**src/rtl/drs_pkg.sv**
```systemverilog
package drs_pkg;

    // Set capacity and stored value width.
    localparam int MAX_ITEMS  = 64;
    localparam int VALUE_BITS = 16;

    // Width of the value fields at the ports.
    localparam int IO_BITS = 16;

    localparam int RADIX   = 10;
    localparam int DIGIT_W = $clog2(RADIX);
    localparam int IDX_W   = $clog2(MAX_ITEMS);
    localparam int CNT_W   = $clog2(MAX_ITEMS + 1);

    // Divide by ten as a multiply by a truncated reciprocal followed by one correction step.
    localparam int          DIV10_SHIFT   = VALUE_BITS + 3;
    localparam logic [63:0] DIV10_RECIP_L = (64'd1 << DIV10_SHIFT) / 64'd10;
    localparam logic [VALUE_BITS-1:0] DIV10_RECIP = DIV10_RECIP_L[VALUE_BITS-1:0];

    localparam int COPY_BITS = (VALUE_BITS < IO_BITS) ? VALUE_BITS : IO_BITS;

    typedef logic [VALUE_BITS-1:0] t_value;
    typedef logic [DIGIT_W-1:0]    t_digit;
    typedef logic [IDX_W-1:0]      t_idx;
    typedef logic [CNT_W-1:0]      t_cnt;

    // One stored element: the value itself and its quotient by the current digit weight.
    typedef struct packed {
        t_value value;
        t_value quot;
    } t_elem;

    typedef enum logic [2:0] {
        ST_LOAD,
        ST_PASS,
        ST_COUNT,
        ST_PREFIX,
        ST_SCATTER,
        ST_MAXDIV,
        ST_MAXSET,
        ST_EMIT
    } t_state;

    function automatic t_value to_val(input logic [IO_BITS-1:0] v);
        t_value r;
        r = '0;
        for (int b = 0; b < COPY_BITS; b++) begin
            r[b] = v[b];
        end
        return r;
    endfunction

    function automatic logic [IO_BITS-1:0] from_val(input t_value v);
        logic [IO_BITS-1:0] r;
        r = '0;
        for (int b = 0; b < COPY_BITS; b++) begin
            r[b] = v[b];
        end
        return r;
    endfunction

endpackage

```
**src/rtl/drs_div10.sv**
```systemverilog
module drs_div10
    import drs_pkg::*;
(
    input  logic   i_clk,
    input  t_value i_x,
    output t_value o_quot,
    output t_digit o_digit
);

    // Results appear in the cycle after the operand.
    logic [2*VALUE_BITS-1:0] r_prod;
    t_value                  r_x;

    logic [2*VALUE_BITS-1:0] prod_sh;
    t_value                  q_est;
    logic [VALUE_BITS+3:0]   q_times;
    logic [VALUE_BITS+3:0]   rem;

    always_ff @(posedge i_clk) begin
        r_prod <= (2*VALUE_BITS)'(i_x) * (2*VALUE_BITS)'(DIV10_RECIP);
        r_x    <= i_x;
    end

    // The estimate is the true quotient or one below it.
    always_comb begin
        prod_sh = r_prod >> DIV10_SHIFT;
        q_est   = prod_sh[VALUE_BITS-1:0];
        q_times = (VALUE_BITS+4)'(q_est) * (VALUE_BITS+4)'(RADIX);
        rem     = (VALUE_BITS+4)'(r_x) - q_times;
        if (rem >= (VALUE_BITS+4)'(RADIX)) begin
            o_quot  = q_est + VALUE_BITS'(1);
            o_digit = DIGIT_W'(rem - (VALUE_BITS+4)'(RADIX));
        end else begin
            o_quot  = q_est;
            o_digit = DIGIT_W'(rem);
        end
    end

endmodule

```
**config.mk**
```make
export PLATFORM = sky130hd
export DESIGN_NAME = drs_div10
export DESIGN_NICKNAME = d
export VERILOG_FILES = /design/src/rtl/drs_pkg.sv /design/src/rtl/drs_div10.sv
export SDC_FILE = /design/constraint.sdc
export NUM_CORES = 1
export LEC_CHECK = 0
export CORE_UTILIZATION = 60
export DETAILED_ROUTE_END_ITERATION = 8
export DONT_BUFFER_PORTS = 1
export PLACE_DENSITY = 0.76
export SYNTH_ARGS = -nofsm -noshare
export SYNTH_HDL_FRONTEND = slang
export SYNTH_SLANG_ARGS = --single-unit
```
**constraint.sdc**
```tcl
create_clock -name i_clk -period 7.69 [get_ports i_clk]
set_input_delay 1.538 -clock i_clk [delete_from_list [all_inputs] [get_ports i_clk]]
set_output_delay 1.538 -clock i_clk [all_outputs]
set_load 0.005 [all_outputs]
```
==> impl_metrics.json, run 1 <==
{
  "outcome": "completed",
  "final_common_cell": "ha_1",
  "via_per_inst": 5.80,
  "worst_slew_pin_slew_ns": 0.580,
  "synth_area_leaders": "ha_1 (31%), fa_1 (21%), dfxtp_1 (9.0%)",
  "num-fill-cells": 868,
  "drive_gt1_frac": 0.0340,
  "post_cts_resized": 0,
  "synthToLayoutAreaGrowth_pct": 3.67,
  "drt_iter0_drc": 312,
  "grt_max_degree": 15,
  "syn_area_sq_mm": 0.00648,
  "drt.antenna.violating_nets": 0,
  "crit_path_start": "r_prod[21]",
  "slew_headroom": 0.608,
  "arrival_ns": 5.79,
  "start_util": 0.622,
  "vias": 4878,
  "antenna_cells": 0,
  "num_rows": 37,
  "grt_overflow_total": 0,
  "die_w_um": 106,
  "layout.nets": 953,
  "layoutNonFillerInstCount": 841,
  "final_max_slew_viol_count": 0,
  "rsz0062_at_grt": "no",
  "cts_buffers": 5,
  "hold_path_startpoint": "i_x[8]",
  "critPathRequiredTime_ns": 6.15,
  "detail_route.wl_per_cell_um": 17.5,
  "synthFlopType": "dfxtp_1",
  "seq_area_frac_synth": 0.0896,
  "avgSynthCellArea_sq_um": 9.19,
  "grt_pass1_wl_mm": 25.0,
  "worstSetupPathType": "reg -> out",
  "crit_path_max_fanout": 12,
  "root_buffer": "clkbuf_8",
  "pin_count": 37,
  "tns_ns": 0,
  "dieArea_sq_mm": 0.0112,
  "synth_cells": 705,
  "dieHeight_um": 106,
  "postCtsSetupBuffers": 0,
  "ys_async_sr_fraction": 0,
  "netlist.area_leader.share": 0.315,
  "h-tree-depth": 2,
  "hp-class": "in -> reg",
  "yosysUniqueCellTypes": 62,
  "first_pass_iters": 5,
  "gp_congestion": 0.950,
  "synth_area_leader_cell": "ha_1",
  "portBuffers": 0,
  "cts_hold_buf": 0,
  "fin_crit_ns": 7.33,
  "grt_antenna_before_repair": 0,
  "drc": 0,
  "cts_tree": "done",
  "start_kind": "flip-flop",
  "grt_pass1_vias": 5171,
  "mostFrequentLayoutCells": "ha_1 (163), inv_1 (149), fa_1 (69)",
  "clkTransAtPathRegs_ns": 0.07,
  "timing.hold.ws_ns": 1.27,
  "clockBufferDepth": 2,
  "fin_crit_sh": 0.953,
  "grt_usage": 0.285,
  "wl_mm": 14.7,
  "dp_cells": 833,
  "ys_warn_count": 0,
  "maxCapViolCount": 0,
  "setup_violations": 0,
  "clkSinkCount": 29,
  "core-area_sq_mm": 0.0104,
  "hpwl_mm": 12.6,
  "crit_path_end_kind": "output port",
  "ys_ff_latch": 29,
  "hold_viol_final": 0,
  "synth-edff-count": 0,
  "fmax_mhz": 136
}
-- synthesized netlist by cell type, drive strengths merged (11+ instances only) --
library cell and n:
nor2b 11, ha 163, o21ai 21, xnor2 25, fa 69, nand3 20
inv 149, xor2 17, a21oi 24, nand2 14, dfxtp 29, nor2 34
-- layout make-up --
type / count / area (sq um) / share of cell area
Timing Repair Buffer: 1 / 7.51 / 0.00112
Inverter: 149 / 559 / 0.0833
Clock buffer: 5 / 68.8 / 0.0102
Tap cell: 136 / 170 / 0.0253
Clock inverter: 3 / 46.3 / 0.00689
Multi-Input combinational cell: 518 / 5290 / 0.787
Sequential cell: 29 / 581 / 0.0864
-- logic make-up (layout without fill, tap and decap cells) --
logic type      after synthesis  count (layout)  share of synthesized area
fa+ha+maj                   232             232                      0.528
buf+inv                     159             158                     0.0954
simple gates                129             129                      0.107
compound gates              106             106                      0.111
xor+xnor                     42              42                     0.0568
flops                        29              29                     0.0896
mux                           7               7                     0.0120
other cells                   1               2                   0.000579
-- path summary, 6_finish.rpt --
check,cells past startpoint,slack (ns),end
setup / recovery,21,0.36,o_quot[1]
hold / removal,0,1.27,r_x[8]
-- routing by layer --
metal / global-route usage / part of all wire / routed length (um)
met1: 0.372 / 0.43 / 6370
met2: 0.495 / 0.49 / 7190
met5: 0 / 0 / 0
met3: 0.0343 / 0.050 / 740
met4: 0.0843 / 0.026 / 376
-- registers in the layout (all words and copies together) (netlist names) --
name    count
r_x        16
r_prod     13
-- critical path, stage by stage (launching register included) --
cell      delay, ns
dfxtp_1        0.48
ha_1           0.31
ha_1           0.32
a21o_1         0.16
a21oi_1        0.25
nor2b_1        0.08
o21a_1         0.19
o311a_1        0.30
o21a_1         0.17
o21ai_0        0.21
a21oi_1        0.13
xnor2_1        0.14
ha_1           0.33
nor3b_1        0.16
or4_1          0.54
nor4_1         0.31
nand4b_1       0.19
nor4b_2        0.23
nand4_1        0.13
nor4b_2        0.27
buf_4          0.25
mux2_4         0.34
-- metrics by stage --
| step | area [sq um] | utilization | setup slack, ns |
|---|---|---|---|
| 2_1_floorplan | 6480 | - | 1.28 |
| 3_3_place_gp | 6600 | 0.634 | 0.891 |
| 3_5_place_dp | 6600 | 0.634 | 0.772 |
| 4_1_cts | 6720 | 0.645 | 0.440 |
| 5_1_grt | 6720 | 0.645 | 0.109 |
| 6_report | 6720 | 0.645 | 0.362 |
Power of run 1 is not shown: default switching activity piles up to over one toggle a cycle in this logic, so the estimate is an artifact.
==> inputs of run 2 (changes only) <==
- BUFFER_PORTS_ARGS: unset -> -buffer_cell sky130_fd_sc_hd__buf_2
- CORE_UTILIZATION: 60 -> 64
- DONT_BUFFER_PORTS: 1 -> unset
- PLACE_DENSITY: 0.76 -> 0.93
==> impl_metrics.json, run 2 (synthesized netlist as in run 1, its figures left out) <==
{
  "die_w_um": 103,
  "detail_route.wl_per_cell_um": 19.3,
  "hold_viol_final": 0,
  "worst_slew_pin_slew_ns": 0.628,
  "core-area_sq_mm": 0.00977,
  "root_buffer": "clkbuf_8",
  "synthToLayoutAreaGrowth_pct": 6.37,
  "crit_path_end_kind": "output port",
  "clockBufferDepth": 2,
  "maxCapViolCount": 0,
  "rsz0062_at_grt": "no",
  "grt_usage": 0.341,
  "holdPathEnd": "r_x[3]",
  "crit_path_max_fanout": 10,
  "grt_antenna_before_repair": 0,
  "worstSetupPathType": "reg -> out",
  "grt_max_degree": 15,
  "grt_pass1_wl_mm": 27.1,
  "tns_ns": 0,
  "drt_iter0_drc": 306,
  "pin_count": 37,
  "outcome": "completed",
  "drc": 0,
  "mostFrequentLayoutCells": "ha_1 (163), inv_1 (149), fa_1 (69)",
  "dieHeight_um": 103,
  "cts_buffers": 5,
  "via_per_inst": 6.24,
  "vias": 5448,
  "wl_mm": 16.8,
  "drt.antenna.violating_nets": 0,
  "drive_gt1_frac": 0.0824,
  "slew_headroom": 0.576,
  "antenna_cells": 0,
  "top_regs": "r_x (16), r_prod (13)",
  "arrival_ns": 5.89,
  "num_rows": 36,
  "critPathRequiredTime_ns": 6.15,
  "hold_path_startpoint": "i_x[3]",
  "first_pass_iters": 5,
  "portBuffers": 34,
  "fin_crit_ns": 7.43,
  "dpl_cell_area_sq_mm": 0.00677,
  "dieArea_sq_mm": 0.0105,
  "layout.nets": 988,
  "start_util": 0.663,
  "largest_reg_flops": 16,
  "design_area_sq_mm": 0.00689,
  "clkSinkCount": 29,
  "regMostFlops": "r_x",
  "hold_depth": 1,
  "fmax_mhz": 135,
  "clkTransAtPathRegs_ns": 0.07,
  "cts_tree": "done",
  "hp-class": "in -> reg",
  "grt_pass1_vias": 5654,
  "final_common_cell": "ha_1",
  "setup_violations": 0,
  "cts_hold_buf": 0,
  "gp_congestion": 0.911,
  "hpwl_mm": 13.5,
  "final_max_slew_viol_count": 0,
  "grt_overflow_total": 0,
  "fin_crit_sh": 0.966,
  "start_kind": "flip-flop",
  "h-tree-depth": 2
}
-- run 2: cell count changes in the layout (fill, tap and decap cells not counted), sizes merged --
cell	change
buf	+35
bufinv	-1
clkbuf	+2
clkinvlp	-1
-- run 2: worst max-delay path, cell delays in order, from the launching register on --
cell	delay, ns
dfxtp_2	0.41
ha_1	0.28
ha_1	0.29
a21o_1	0.15
a21oi_1	0.22
nor2b_1	0.09
o21a_1	0.19
o311a_1	0.33
o21a_1	0.17
o21ai_0	0.22
a21oi_1	0.12
xnor2_1	0.14
ha_1	0.33
nor3b_1	0.18
or4_1	0.55
nor4_1	0.30
nand4b_1	0.19
nor4b_2	0.26
nand4_1	0.14
nor4b_2	0.22
buf_4	0.25
nor3b_1	0.12
xor2_1	0.27
buf_2	0.17
-- run 2: what timing repair did --
action	CTS	global route
resized for setup	0	2
buffers inserted	0	1
endpoints found under the hold margin	0	0
endpoints found under the setup margin	0	3
-- run 2: per-layer routing --
layer / up-vias / share of wire / GRT usage
met3: 112 / 0.074 / 0.0542
met2: 310 / 0.48 / 0.579
met1: 2584 / 0.37 / 0.406
met5: - / 0 / 0
li1: 2442 / - / -
met4: 0 / 0.069 / 0.207
-- run 2: worst max path at each step --
stage | from | endpoint | slack, ns | cells past startpoint
floorplan | r_prod[21] | o_quot[1] | 1.28 | 21
global placement | r_prod[21] | o_quot[1] | 0.79 | 22
detailed placement | i_x[1] | r_prod[31] | 0.55 | 21
CTS | r_prod[21] | o_quot[5] | 0.33 | 23
global route | r_prod[21] | o_quot[5] | 0.03 | 23
finish | r_prod[23] | o_quot[5] | 0.26 | 23
-- run 2: cell type report --
type                            instances  area, sq um
Clock inverter                          1         5.00
Multi-Input combinational cell        518         5290
Inverter                              149          559
Tap cell                              133          166
Sequential cell                        29          583
Timing Repair Buffer                   36          198
Fill cell                             646         2880
Clock buffer                            7         96.3
-- run 2: stage by stage --
step,setup slack (ns),std cells,utilization,hold WS [ns]
finish,0.265,873,0.705,1.43
CTS,0.330,872,0.703,1.42
detailed placement,0.550,864,0.693,1.72
floorplan,1.28,706,-,1.57
global placement,0.786,864,0.693,1.71
global route,0.0320,873,0.705,1.43
Power of run 2 is left out for the same reason.
==> inputs of run 3 (changes only) <==
- CORE_UTILIZATION: 64 -> 55
- MAX_ROUTING_LAYER: unset -> met4
- PLACE_DENSITY: 0.93 -> 0.83
==> impl_metrics.json, run 3 (synthesized netlist as in run 1, its figures left out) <==
{
  "pin_count": 37,
  "drc": 0,
  "fin_crit_ns": 7.27,
  "start_util": 0.565,
  "vias": 5063,
  "drive_gt1_frac": 0.0785,
  "rsz0062_at_grt": "no",
  "arrival_ns": 5.73,
  "postCtsSetupBuffers": 0,
  "largest_reg_flops": 16,
  "layout.nets": 987,
  "detail_route.wl_per_cell_um": 16.4,
  "cts_buffers": 5,
  "hp-class": "in -> reg",
  "crit_path_max_fanout": 12,
  "portBuffers": 34,
  "antenna_cells": 0,
  "clockBufferDepth": 2,
  "grt_max_degree": 15,
  "tns_ns": 0,
  "setup_violations": 0,
  "via_per_inst": 5.74,
  "maxCapViolCount": 0,
  "cts_hold_buf": 0,
  "grt_usage": 0.255,
  "core-area_sq_mm": 0.0115,
  "wl_mm": 14.5,
  "fmax_mhz": 138,
  "fin_crit_sh": 0.946,
  "regMostFlops": "r_x",
  "grt_antenna_before_repair": 0,
  "dieHeight_um": 111,
  "drt_iter0_drc": 297,
  "top_regs": "r_x (16), r_prod (13)",
  "root_buffer": "clkbuf_16",
  "gp_congestion": 0.973,
  "hpwl_mm": 12.2,
  "drt.antenna.violating_nets": 0,
  "grt_pass1_wl_mm": 24.4,
  "start_kind": "flip-flop",
  "hold_viol_final": 0,
  "worstSetupPathType": "reg -> out",
  "clkSinkCount": 29,
  "critPathRequiredTime_ns": 6.15,
  "h-tree-depth": 2,
  "num_rows": 39,
  "grt_overflow_total": 0,
  "crit_path_end_kind": "output port",
  "mostFrequentLayoutCells": "ha_1 (163), inv_1 (149), fa_1 (69)",
  "outcome": "completed",
  "post_cts_resized": 0,
  "worst_slew_pin_slew_ns": 0.609,
  "cts_tree": "done",
  "final_common_cell": "ha_1",
  "first_pass_iters": 7,
  "synthToLayoutAreaGrowth_pct": 7.38,
  "dieArea_sq_mm": 0.0122,
  "die_w_um": 111,
  "final_max_slew_viol_count": 0,
  "clkTransAtPathRegs_ns": 0.05,
  "slew_headroom": 0.589,
  "num-fill-cells": 946,
  "grt_pass1_vias": 5230
}
run 3: cell count changes in the layout (fill, tap and decap cells not counted), sizes merged:
cell      delta
clkbuf       -1
buf          -1
bufinv       +1
clkinvlp     +1
clkinv       -1
run 3: cell type report:
class,count,area (sq um),share of cell area
clock buffers,6,139,0.0200
clock inverters,2,37.5,0.00539
inverters,149,559,0.0804
multi-input cells,518,5290,0.760
flip-flops and latches,29,581,0.0834
well taps,143,179,0.0257
repair buffers,35,178,0.0255
run 3: worst paths after layout:
kind / startpoint / cells past startpoint / slack [ns] / to
worst max-delay path: r_prod[21] / 23 / 0.42 / o_quot[3]
worst min-delay path: i_x[3] / 1 / 1.44 / r_x[3]
run 3: worst max-delay path, stage by stage (launching register included):
cell and delay [ns]:
dfxtp_1 0.45, ha_1 0.29, ha_1 0.30, a21o_1 0.15, a21oi_1 0.21, nor2b_1 0.07, o21a_1 0.19, o311a_1 0.32
o21a_1 0.19, o21ai_0 0.18, a21oi_1 0.11, xnor2_1 0.13, ha_1 0.34, nor3b_1 0.17, or4_1 0.54, nor4_1 0.28
nand4b_1 0.18, nor4b_2 0.25, nand4_1 0.14, nor4b_2 0.22, buf_4 0.25, nor2_1 0.09, xor2_1 0.22, buf_2 0.16
run 3: per-stage QoR:
step	area, sq um	worst slack, ns	hold slack [ns]	std cells	utilization
6_report	6960	0.418	1.44	882	0.607
3_3_place_gp	6780	0.861	1.70	874	0.591
2_1_floorplan	6480	1.28	1.57	706	-
4_1_cts	6960	0.458	1.43	882	0.607
3_5_place_dp	6780	0.731	1.72	874	0.591
5_1_grt	6960	0.0799	1.44	882	0.607
run 3: routing by layer:
layer  share of wire  vias to the layer above  global-route usage
met5               0                        -                   -
met4           0.034                        0               0.104
met2            0.51                      144               0.451
met1            0.42                     2442               0.298
li1                -                     2439                   -
met3           0.037                       38              0.0181
Power of run 3 is left out for the same reason.
